==> config.mk <==
export PLATFORM = sky130hd
export DESIGN_NAME = channel_command_frame_builder_top
export DESIGN_NICKNAME = d
export VERILOG_FILES = /design/src/hdl/ccfb_pkg.sv /design/src/hdl/ccfb_calc.sv /design/src/hdl/ccfb_ser.sv /design/src/hdl/channel_command_frame_builder_top.sv
export SDC_FILE = /design/constraint.sdc
export NUM_CORES = 1
export LEC_CHECK = 0
export BUFFER_PORTS_ARGS = -buffer_cell sky130_fd_sc_hd__buf_4
export CORE_ASPECT_RATIO = 0.8
export CORE_MARGIN = 4
export CORE_UTILIZATION = 42
export CTS_BUF_LIST = sky130_fd_sc_hd__clkbuf_4
export DETAILED_ROUTE_END_ITERATION = 8
export GPL_TIMING_DRIVEN = 1
export HOLD_SLACK_MARGIN = 0.08
export RECOVER_POWER = 50
export SLEW_MARGIN = 20
export SYNTH_ARGS = -nofsm -noshare
export SYNTH_HDL_FRONTEND = slang
export SYNTH_SLANG_ARGS = --single-unit
==> constraint.sdc <==
create_clock -name clk -period 6.1 [get_ports clk]
set_input_delay 1.22 -clock clk [delete_from_list [all_inputs] [get_ports clk]]
set_output_delay 1.22 -clock clk [all_outputs]
set_load 0.02 [all_outputs]
==> src/hdl/ccfb_pkg.sv <==
// ccfb_pkg: frame constants, byte positions and the per-channel crc table
// for the channel command frame builder; no dependencies
package ccfb_pkg;

    localparam int unsigned FRAME_LEN = 19;
    localparam int unsigned INNER_LEN = 12;
    localparam int unsigned IDX_W     = $clog2(FRAME_LEN);

    typedef logic [IDX_W-1:0] idx_t;

    // frame bytes that never change
    localparam logic [7:0] HDR0      = 8'h57;
    localparam logic [7:0] HDR1      = 8'h59;
    localparam logic [7:0] HDR2      = 8'h02;
    localparam logic [7:0] HDR3      = 8'h00;
    localparam logic [7:0] HDR_LEN   = 8'(INNER_LEN);
    localparam logic [7:0] SYNC0     = 8'hAA;
    localparam logic [7:0] SYNC1     = 8'h55;
    localparam logic [7:0] PAD       = 8'h00;
    localparam logic [7:0] MARK      = 8'hDA;
    localparam logic [7:0] TAIL_BYTE = 8'hAA;

    localparam logic [15:0] CRC_INIT = 16'hFFFF;
    localparam logic [15:0] CRC_POLY = 16'h1021;

    // byte positions within the frame
    localparam idx_t POS_HDR0    = idx_t'(0);
    localparam idx_t POS_HDR1    = idx_t'(1);
    localparam idx_t POS_HDR2    = idx_t'(2);
    localparam idx_t POS_HDR3    = idx_t'(3);
    localparam idx_t POS_LEN     = idx_t'(4);
    localparam idx_t POS_SYNC0   = idx_t'(5);
    localparam idx_t POS_SYNC1   = idx_t'(6);
    localparam idx_t POS_PAD     = idx_t'(7);
    localparam idx_t POS_CHANNEL = idx_t'(8);
    localparam idx_t POS_MARK0   = idx_t'(9);
    localparam idx_t POS_MARK1   = idx_t'(10);
    localparam idx_t POS_CRC_LO  = idx_t'(11);
    localparam idx_t POS_CRC_HI  = idx_t'(12);
    localparam idx_t POS_ZERO0   = idx_t'(13);
    localparam idx_t POS_ZERO3   = idx_t'(16);
    localparam idx_t POS_SUM     = idx_t'(17);
    localparam idx_t POS_TAIL    = idx_t'(18);

    // sum of the constant bytes among the first 17, modulo 256
    localparam logic [7:0] SUM_BASE = 8'(HDR0 + HDR1 + HDR2 + HDR3 + HDR_LEN
                                        + SYNC0 + SYNC1 + PAD + MARK + MARK);

    typedef struct packed {
        logic [7:0]  channel;
        logic [15:0] crc;
        logic [7:0]  sum;
    } calc_t;

    typedef logic [255:0][15:0] crc_table_t;

    // crc-16/ccitt-false over the inner packet, crc slots taken as zero
    function automatic logic [15:0] crc_of_channel(input logic [7:0] ch);
        logic [INNER_LEN-1:0][7:0] inner;
        logic [15:0] crc;
        inner = '0;
        inner[0] = SYNC0;
        inner[1] = SYNC1;
        inner[2] = PAD;
        inner[3] = ch;
        inner[4] = MARK;
        inner[5] = MARK;
        crc = CRC_INIT;
        for (int i = 0; i < INNER_LEN; i++)
        begin
            crc = crc ^ {inner[i], 8'h00};
            for (int b = 0; b < 8; b++)
            begin
                if (crc[15])
                begin
                    crc = {crc[14:0], 1'b0} ^ CRC_POLY;
                end
                else
                begin
                    crc = {crc[14:0], 1'b0};
                end
            end
        end
        return crc;
    endfunction

    function automatic crc_table_t build_crc_table();
        crc_table_t t;
        for (int i = 0; i < 256; i++)
        begin
            t[i] = crc_of_channel(8'(i));
        end
        return t;
    endfunction

    localparam crc_table_t CRC_TABLE = build_crc_table();

endpackage

==> src/hdl/ccfb_calc.sv <==
// ccfb_calc: input register for the channel and crc/checksum lookup
// depends on ccfb_pkg
module ccfb_calc (
    input  logic                clk,
    input  logic                rst_n,
    input  logic [7:0]          s_tdata,   // [7:0] channel
    input  logic                s_tvalid,
    output logic                s_tready,
    output logic                calc_valid,
    input  logic                calc_take,
    output ccfb_pkg::calc_t     calc
);
    import ccfb_pkg::*;

    logic [7:0] ch_reg;
    logic       valid_reg;
    logic       valid_next;
    logic [15:0] crc;

    assign s_tready   = !valid_reg || calc_take;
    assign calc_valid = valid_reg;

    always_comb
    begin
        valid_next = valid_reg;
        if (s_tvalid && s_tready)
        begin
            valid_next = 1'b1;
        end
        else if (calc_take)
        begin
            valid_next = 1'b0;
        end
    end

    always_ff @(posedge clk or negedge rst_n)
    begin
        if (!rst_n)
        begin
            valid_reg <= 1'b0;
        end
        else
        begin
            valid_reg <= valid_next;
        end
    end

    always_ff @(posedge clk)
    begin
        if (s_tvalid && s_tready)
        begin
            ch_reg <= s_tdata;
        end
    end

    assign crc = CRC_TABLE[ch_reg];

    always_comb
    begin
        calc.channel = ch_reg;
        calc.crc     = crc;
        calc.sum     = SUM_BASE + ch_reg + crc[7:0] + crc[15:8];
    end

endmodule

==> src/hdl/ccfb_ser.sv <==
// ccfb_ser: frame holding register, byte index and output register
// depends on ccfb_pkg
module ccfb_ser (
    input  logic                clk,
    input  logic                rst_n,
    input  logic                calc_valid,
    output logic                calc_take,
    input  ccfb_pkg::calc_t     calc,
    output logic [7:0]          m_tdata,   // [7:0] frame_byte
    output logic                m_tlast,
    output logic                m_tvalid,
    input  logic                m_tready
);
    import ccfb_pkg::*;

    calc_t      frame_reg;
    logic       busy_reg;
    logic       busy_next;
    idx_t       idx_reg;
    idx_t       idx_next;
    logic [7:0] data_reg;
    logic       last_reg;
    logic       tvalid_reg;
    logic       tvalid_next;
    logic       out_free;
    logic       emit;
    logic       idx_last;
    logic [7:0] byte_sel;

    assign out_free  = !tvalid_reg || m_tready;
    assign emit      = busy_reg && out_free;
    assign idx_last  = (idx_reg == POS_TAIL);
    // next frame loads as the current tail byte leaves for the output register
    assign calc_take = calc_valid && (!busy_reg || (emit && idx_last));

    always_comb
    begin
        case (idx_reg) inside
            POS_HDR0:              byte_sel = HDR0;
            POS_HDR1:              byte_sel = HDR1;
            POS_HDR2:              byte_sel = HDR2;
            POS_HDR3:              byte_sel = HDR3;
            POS_LEN:               byte_sel = HDR_LEN;
            POS_SYNC0:             byte_sel = SYNC0;
            POS_SYNC1:             byte_sel = SYNC1;
            POS_PAD:               byte_sel = PAD;
            POS_CHANNEL:           byte_sel = frame_reg.channel;
            POS_MARK0, POS_MARK1:  byte_sel = MARK;
            POS_CRC_LO:            byte_sel = frame_reg.crc[7:0];
            POS_CRC_HI:            byte_sel = frame_reg.crc[15:8];
            [POS_ZERO0:POS_ZERO3]: byte_sel = PAD;
            POS_SUM:               byte_sel = frame_reg.sum;
            POS_TAIL:              byte_sel = TAIL_BYTE;
            default:               byte_sel = PAD;
        endcase
    end

    always_comb
    begin
        busy_next   = busy_reg;
        idx_next    = idx_reg;
        tvalid_next = tvalid_reg;
        if (emit)
        begin
            tvalid_next = 1'b1;
            if (idx_last)
            begin
                idx_next  = '0;
                busy_next = 1'b0;
            end
            else
            begin
                idx_next = idx_reg + idx_t'(1);
            end
        end
        else if (out_free)
        begin
            tvalid_next = 1'b0;
        end
        if (calc_take)
        begin
            busy_next = 1'b1;
        end
    end

    always_ff @(posedge clk or negedge rst_n)
    begin
        if (!rst_n)
        begin
            busy_reg   <= 1'b0;
            idx_reg    <= '0;
            tvalid_reg <= 1'b0;
        end
        else
        begin
            busy_reg   <= busy_next;
            idx_reg    <= idx_next;
            tvalid_reg <= tvalid_next;
        end
    end

    always_ff @(posedge clk)
    begin
        if (calc_take)
        begin
            frame_reg <= calc;
        end
        if (emit)
        begin
            data_reg <= byte_sel;
            last_reg <= idx_last;
        end
    end

    assign m_tdata  = data_reg;
    assign m_tlast  = last_reg;
    assign m_tvalid = tvalid_reg;

endmodule

==> src/hdl/channel_command_frame_builder_top.sv <==
// channel_command_frame_builder_top: top level of the command frame builder
// depends on ccfb_pkg, ccfb_calc and ccfb_ser
//
// usage
//   slave channel (s_*): one beat carries a channel number in s_tdata[7:0]
//   master channel (m_*): 19 beats per channel, one frame byte each, m_tlast
//   high on the closing tail byte; frame is 57 59 02 00 0C, inner packet
//   AA 55 00 ch DA DA crc_lo crc_hi 00 00 00 00, 8-bit sum, AA
//   the crc and checksum come from a constant per-channel table plus one
//   byte adder, registered with the frame before it is sent out
// path: a channel passes the input register, the frame holding register and
//   the output register; the channel rate is set by the byte-wide output port;
//   the next channel is taken into the input register while a frame is still
//   going out and its frame follows the previous tail byte with no gap
// reset: clears all valid flags and the byte index; no frame is in flight
// stall: when m_tready is low the current byte holds; once the input
//   register is full, s_tready drops until the running frame ends
module channel_command_frame_builder_top (
    input  logic       clk,
    input  logic       rst_n,
    input  logic [7:0] s_tdata,   // [7:0] channel
    input  logic       s_tvalid,
    output logic       s_tready,
    output logic [7:0] m_tdata,   // [7:0] frame_byte
    output logic       m_tlast,
    output logic       m_tvalid,
    input  logic       m_tready
);
    import ccfb_pkg::*;

    logic  calc_valid;
    logic  calc_take;
    calc_t calc;

    ccfb_calc u_calc (
        .clk        (clk),
        .rst_n      (rst_n),
        .s_tdata    (s_tdata),
        .s_tvalid   (s_tvalid),
        .s_tready   (s_tready),
        .calc_valid (calc_valid),
        .calc_take  (calc_take),
        .calc       (calc)
    );

    ccfb_ser u_ser (
        .clk        (clk),
        .rst_n      (rst_n),
        .calc_valid (calc_valid),
        .calc_take  (calc_take),
        .calc       (calc),
        .m_tdata    (m_tdata),
        .m_tlast    (m_tlast),
        .m_tvalid   (m_tvalid),
        .m_tready   (m_tready)
    );

`ifndef NO_ASSERTIONS
    // the closing beat is always the tail byte
    assert property (@(posedge clk) disable iff (!rst_n)
        m_tvalid && m_tlast |-> m_tdata == TAIL_BYTE)
        else $error("last beat is not the tail byte");

    // within a frame the bytes run without gaps
    assert property (@(posedge clk) disable iff (!rst_n)
        m_tvalid && m_tready && !m_tlast |=> m_tvalid)
        else $error("gap inside a frame");

    // a new frame opens with the first header byte
    assert property (@(posedge clk) disable iff (!rst_n)
        m_tvalid && m_tready && m_tlast |=> !m_tvalid || m_tdata == HDR0)
        else $error("frame does not start with header");
`endif

endmodule

==> results of run 1 <==
## metrics by stage
step / utilization (%) / worst slack, ps / hold slack (ps) / std cells / cell area, um2
CTS: 47.2 / 2780 / 440 / 501 / 4530
global route: 46.4 / 2480 / 448 / 501 / 4460
finish: 46.4 / 2670 / 443 / 501 / 4460
floorplan: - / 3170 / 408 / 360 / 4120
detailed placement: 45.2 / 2930 / 424 / 485 / 4350
global placement: 45.2 / 2950 / 419 / 485 / 4350
## area by class of cell
cell class	instances	share of cell area [%]
flip-flops and latches	73	44.7
repair buffers	23	2.27
clock inverters	5	2.33
clock buffers	11	1.85
well taps	119	3.34
inverters	22	1.85
multi-input cells	248	43.7
## per-layer routing
metal / global-route usage, % / vias to the layer above / part of all wire, %
li1: - / 1295 / -
met5: 0 / - / 0
met4: 5.43 / 0 / 1.8
met3: 3.51 / 11 / 3.6
met2: 22.0 / 43 / 44
met1: 20.4 / 1238 / 50
## critical path: cells and delay by family (launching register included)
kind / cells / cell delay (ps)
buffers and inverters: 4 / 590
AND/OR/NAND/NOR: 1 / 250
adder cells (fa/ha/maj): 1 / 390
flip-flops: 1 / 430
AO/OA/AOI/OAI: 1 / 110
## final timing paths
path / start / to / slack (ps) / depth (start not counted)
max in group asynchronous: rst_n / u_ser.idx_reg[2] / 5070 / 1
worst max-delay path: u_ser.idx_reg[0] / s_tready / 2670 / 7
worst min-delay path: u_calc.crc[14] / u_ser.frame_reg[22] / 440 / 0
worst max register to register: u_calc.ch_reg[1] / u_ser.frame_reg[7] / 3250 / 9
worst min register to register: u_calc.crc[14] / u_ser.frame_reg[22] / 440 / 0
min in group asynchronous: rst_n / u_calc.calc_valid / 700 / 1
## cell families after synthesis
logic type / count (synthesis)
AND/OR/NAND/NOR: 78
AO/OA/AOI/OAI: 77
flip-flops: 73
XOR/XNOR: 68
buffers and inverters: 39
adder cells (fa/ha/maj): 25
## placed cells by master, fill, tap and decap left out, types with 2 or more instances in the layout
cell and n:
dfxtp_1 16, nor3_1 5, o31ai_1 3, nand3_1 7, dfrtp_1 8, a221oi_1 3
clkbuf_1 19, o21ai_1 4, xor2_1 14, or3_1 2, nand2b_1 9, nor2_1 19
edfxtp_1 49, a31oi_1 5, bufinv_16 3, xor2_2 2, fa_1 7, buf_4 3
clkbuf_4 12, nand2_1 20, a21oi_2 4, a21oi_1 20, inv_1 20, a22oi_1 2
ha_1 18, o21bai_1 2, o21ai_0 16, o221ai_1 2, nor2b_1 4, and2_1 3
a21boi_0 3, xnor2_1 46, xnor2_2 5
## power by group through the flow
stage                     clock network [mW]  registers, mW  logic [mW]
final                                  0.386          0.702       0.546
after global routing                   0.415          0.714       0.622
after CTS                              0.397          0.702       0.573
after detailed placement                   0          0.713       0.567
after global placement                     0          0.712       0.565
after floorplan                            0          0.691       0.453
## cell usage after synthesis (4+ instances only)
cell type  number
dfxtp_1        16
xnor2_1        46
o21ai_0        16
nand2_1        20
a21oi_1        20
buf_2           5
a31oi_1         5
nand2b_1        9
xor2_1         14
fa_1            7
nor2_1         19
dfrtp_1         8
nor3_1          5
ha_1           18
nor2b_1         4
a21oi_2         4
edfxtp_1       49
o21ai_1         4
xnor2_2         5
inv_1          19
clkbuf_1        6
nand3_1         6
==> results.cfg, run 1 <==
[clock_tree]
h-tree-depth = 3
cts_hold_buffers = 0
numCtsBuffers = 9
clkSinkCount = 73
cts_tree = built
ctsRootBufferMaster = clkbuf_4
clock_latency_ps = 430
post_cts_buffers = 0
cts_buffer_depth = 2
clkTransAtPathRegs_ps = 120
ctsResizeCount = 0

[detailed_routing]
drc = 0
wl_um = 7940
avgRoutedWirePerCell_um = 15.8
drt_iter0_drc = 105
drtAntennaViolNets = 0
vias = 2587
dr.pass1.iters = 5
viasPerCell = 5.16

[cells_and_area]
largest_reg_flops = 32
synthToLayoutAreaGrowth_pct = 8.17
nNetsFinal = 414
multiInputGateArea_mm2 = 0.00195
num-fill-cells = 898
antenna_cells = 0
regArea_mm2 = 0.00199
drive_gt1_share_pct = 9.42

[power_and_ir_drop]
p_per_area_mw_per_mm2 = 367
total_power_mw = 1.63
clkPwrFrac_pct = 23.6
sw_frac_of_total_pct = 34.6
p_leak_nw = 1.64
power_frac_comb_pct = 33.4
p_sw_mw = 0.565
vdd_ir_drop_max_mv = 0.132
p_int_mw = 1.07
power_frac_seq_pct = 43.0

[synth]
synth_top_family_by_area = XOR/XNOR gates
synthSimpleGateAreaFrac_pct = 9.96
synth_compound_area_share_pct = 12.4
syn_nets = 397
yosysSeqAreaShare_pct = 48.3
syn_inst = 360
synth_area_leaders = edfxtp_1, xnor2_1, dfxtp_1
ys.flop_type = edfxtp_1
yosysTopAreaCell = edfxtp_1
syn_area_per_cell_um2 = 11.4
muxShareOfSynthArea_pct = 0
synth_edf_count = 49
ys_ff_latch = 73
synth_xor_area_share_pct = 16.1
async_flop_share_pct = 11.0
synth_cell_types = 60
yosysWarnings = 0
netlist_area_mm2 = 0.00412
synth_top_area_share_pct = 35.7
synthAdderAreaFrac_pct = 8.86

[timing]
relSlewSlack_pct = 42.2
finalSetupViolCount = 0
rsz0062_at_grt = false
fin_worst_skew_ps = 14.3
slew_viol_final = 0
period_minus_slack_ps = 3430
post-route-period-util_pct = 56.3
hold_viol_final = 0
max_clock_freq_mhz = 291
tightest_slew_ps = 867
fin_tns_setup_ps = 0

[global_routing]
grt_antenna_before_repair = 0
grt_pass1_vias = 2570
grt_max_degree = 33
grt_pass1_wl_um = 13200
globalRouteOverflowTotal = 0
grt_util_all_layers_pct = 14.6

[status]
status = finished, final reports clean

[worst_setup_path]
cp.required_ps = 4880
cp-end-kind = primary output
path_cells = inv_1 > ha_1 > nand3_1 > inv_1 > a21oi_1 > inv_1 > buf_4
crit_top_cell = inv_1
start_kind = flip-flop
critPathMaxStageDelay_ps = 430
cp_max_fo = 11
crit_slowest_cell = dfrtp_1
critPathArrivalTime_ps = 2210
critical_path_class = flip-flop to primary output

[placement]
port_buffers = 22
routabilityCongestion = 0.821
dp_hpwl_um = 5860

[floorplanning]
die_y_um = 96.6
initial_core_util_pct = 42.9
coreArea_mm2 = 0.00961
rows = 32
die_area_mm2 = 0.0115
io_pins = 23
die_w_um = 119

[worst_hold_path]
holdCritPathClass = flip-flop to flip-flop

[flow_run]
drv_cap = 0
Power figures use the tool's default switching activity.
==> run 2, diff against run 1 <==
- clock period: 6.1 -> 3.3 ns (I/O delays scaled with it)
==> run 2 against run 1 <==
First-iteration DRC count increased by 10%; core utilization decreased by 0.18 points; clock skew is 5.3 ps lower; routed wire length rose by 1.8%; critical endpoint unchanged.
==> results.cfg, run 2 (synthesis results as in run 1) <==
[detailed_routing]
drt_iter0_drc = 116
drtAntennaViolNets = 0
avgRoutedWirePerCell_um = 16.0
wl_um = 8080
vias = 2596
drc = 0
viasPerCell = 5.15
dr.pass1.iters = 4

[power_and_ir_drop]
sw_frac_of_total_pct = 37.2
clkPwrFrac_pct = 19.9
vdd_ir_drop_max_mv = 0.260
p_leak_nw = 1.63
total_power_mw = 2.90
p_sw_mw = 1.08
p_int_mw = 1.82
p_per_area_mw_per_mm2 = 654
power_frac_seq_pct = 43.8
power_frac_comb_pct = 36.4

[worst_setup_path]
r2r-start = u_calc.ch_reg[1]
cp.required_ps = 2640
critPathArrivalTime_ps = 2190
cp_max_fo = 11
start_kind = flip-flop
critical_path_class = flip-flop to primary output
cp-end-kind = primary output
crit_path_start = u_ser.idx_reg[0]

[cells_and_area]
multiInputGateArea_mm2 = 0.00195
antenna_cells = 0
regArea_mm2 = 0.00199
largest_reg_flops = 32
layout_commonest_cell = edfxtp_1
nNetsFinal = 417
num-fill-cells = 911
final_cell_mix = edfxtp_1, xnor2_1, inv_1, nand2_1, a21oi_1
synthToLayoutAreaGrowth_pct = 7.74
drive_gt1_share_pct = 9.87

[floorplanning]
io_pins = 23
die_y_um = 96.6
initial_core_util_pct = 42.9
die_area_mm2 = 0.0115
rows = 32
die_w_um = 119
coreArea_mm2 = 0.00961

[clock_tree]
ctsRootBufferMaster = clkbuf_4
numCtsBuffers = 9
clkTransAtPathRegs_ps = 130
h-tree-depth = 3
cts_tree = built
clkSinkCount = 73
clock_latency_ps = 430
cts_hold_buffers = 1
ctsResizeCount = 0
cts_buffer_depth = 2
post_cts_buffers = 0

[worst_hold_path]
holdCritPathClass = flip-flop to flip-flop
min_from = u_calc.crc[8]

[global_routing]
grt_max_degree = 33
grt_pass1_vias = 2511
globalRouteOverflowTotal = 0
grt_antenna_before_repair = 0
grt_pass1_wl_um = 13500
grt_util_all_layers_pct = 15.2

[timing]
fin_tns_setup_ps = 0
rsz0062_at_grt = false
fin_worst_skew_ps = 9.03
finalSetupViolCount = 0
slew_viol_final = 0
tightest_slew_ps = 629
max_clock_freq_mhz = 350
post-route-period-util_pct = 86.5
period_minus_slack_ps = 2850
relSlewSlack_pct = 58.1
hold_viol_final = 0

[flow_run]
drv_cap = 0

[placement]
dp_hpwl_um = 6100
routabilityCongestion = 0.827
port_buffers = 22

[status]
status = finished, final reports clean
run 2: cell count changes in the layout (fill, tap and decap cells not counted), sizes merged:
cell,change
bufinv,-2
clkbuf,-3
inv,+3
dlygate4sd3,+1
buf,+3
clkinvlp,+3
clkinv,-2
run 2: final timing paths:
check / cells past startpoint / end / slack (ps)
setup / recovery: 7 / s_tready / 450
hold / removal: 0 / u_ser.frame_reg[16] / 440
setup reg to reg: 9 / u_ser.frame_reg[7] / 500
hold reg to reg: 0 / u_ser.frame_reg[16] / 440
max in group asynchronous: 2 / u_ser.busy_reg / 2330
min in group asynchronous: 2 / u_ser.idx_reg[0] / 660
run 2: power groups by stage:
stage          Clock, mW  Combinational [mW]  Sequential [mW]
6_report           0.577                1.06             1.27
5_1_grt            0.643                1.20             1.29
4_1_cts            0.601                1.10             1.27
3_5_place_dp           0                1.09             1.29
3_3_place_gp           0                1.08             1.29
2_1_floorplan          0               0.838             1.28
run 2: critical path: stages (launching register included):
cell and delay [ps]:
dfrtp_1 430, inv_1 130, ha_1 400, nand3_1 250, inv_1 260, a21oi_1 110, inv_1 60, buf_4 130
run 2: per-stage QoR:
step           area [um2]  hold WS [ps]  cells  setup WS (ps)  utilization, %
6_report             4440           442    504            446            46.2
2_1_floorplan        4120           364    360            660               -
5_1_grt              4440           413    504            182            46.2
3_3_place_gp         4360           416    487            573            45.4
3_5_place_dp         4360           413    487            512            45.4
4_1_cts              4520           397    504            498            47.0
run 2: final cells by class:
class                           count  area share, %
Clock buffer                        9           1.52
Clock inverter                      7           1.72
Sequential cell                    73           44.9
Inverter                           22           1.86
Timing Repair Buffer               26           2.85
Multi-Input combinational cell    248           43.8
Tap cell                          119           3.35
run 2: per-layer routing:
| layer | track usage, % | wire [um] |
|---|---|---|
| met1 | 22.4 | 4100 |
| met2 | 21.6 | 3580 |
| met3 | 4.68 | 329 |
| met4 | 4.19 | 73 |
| met5 | 0 | 0 |
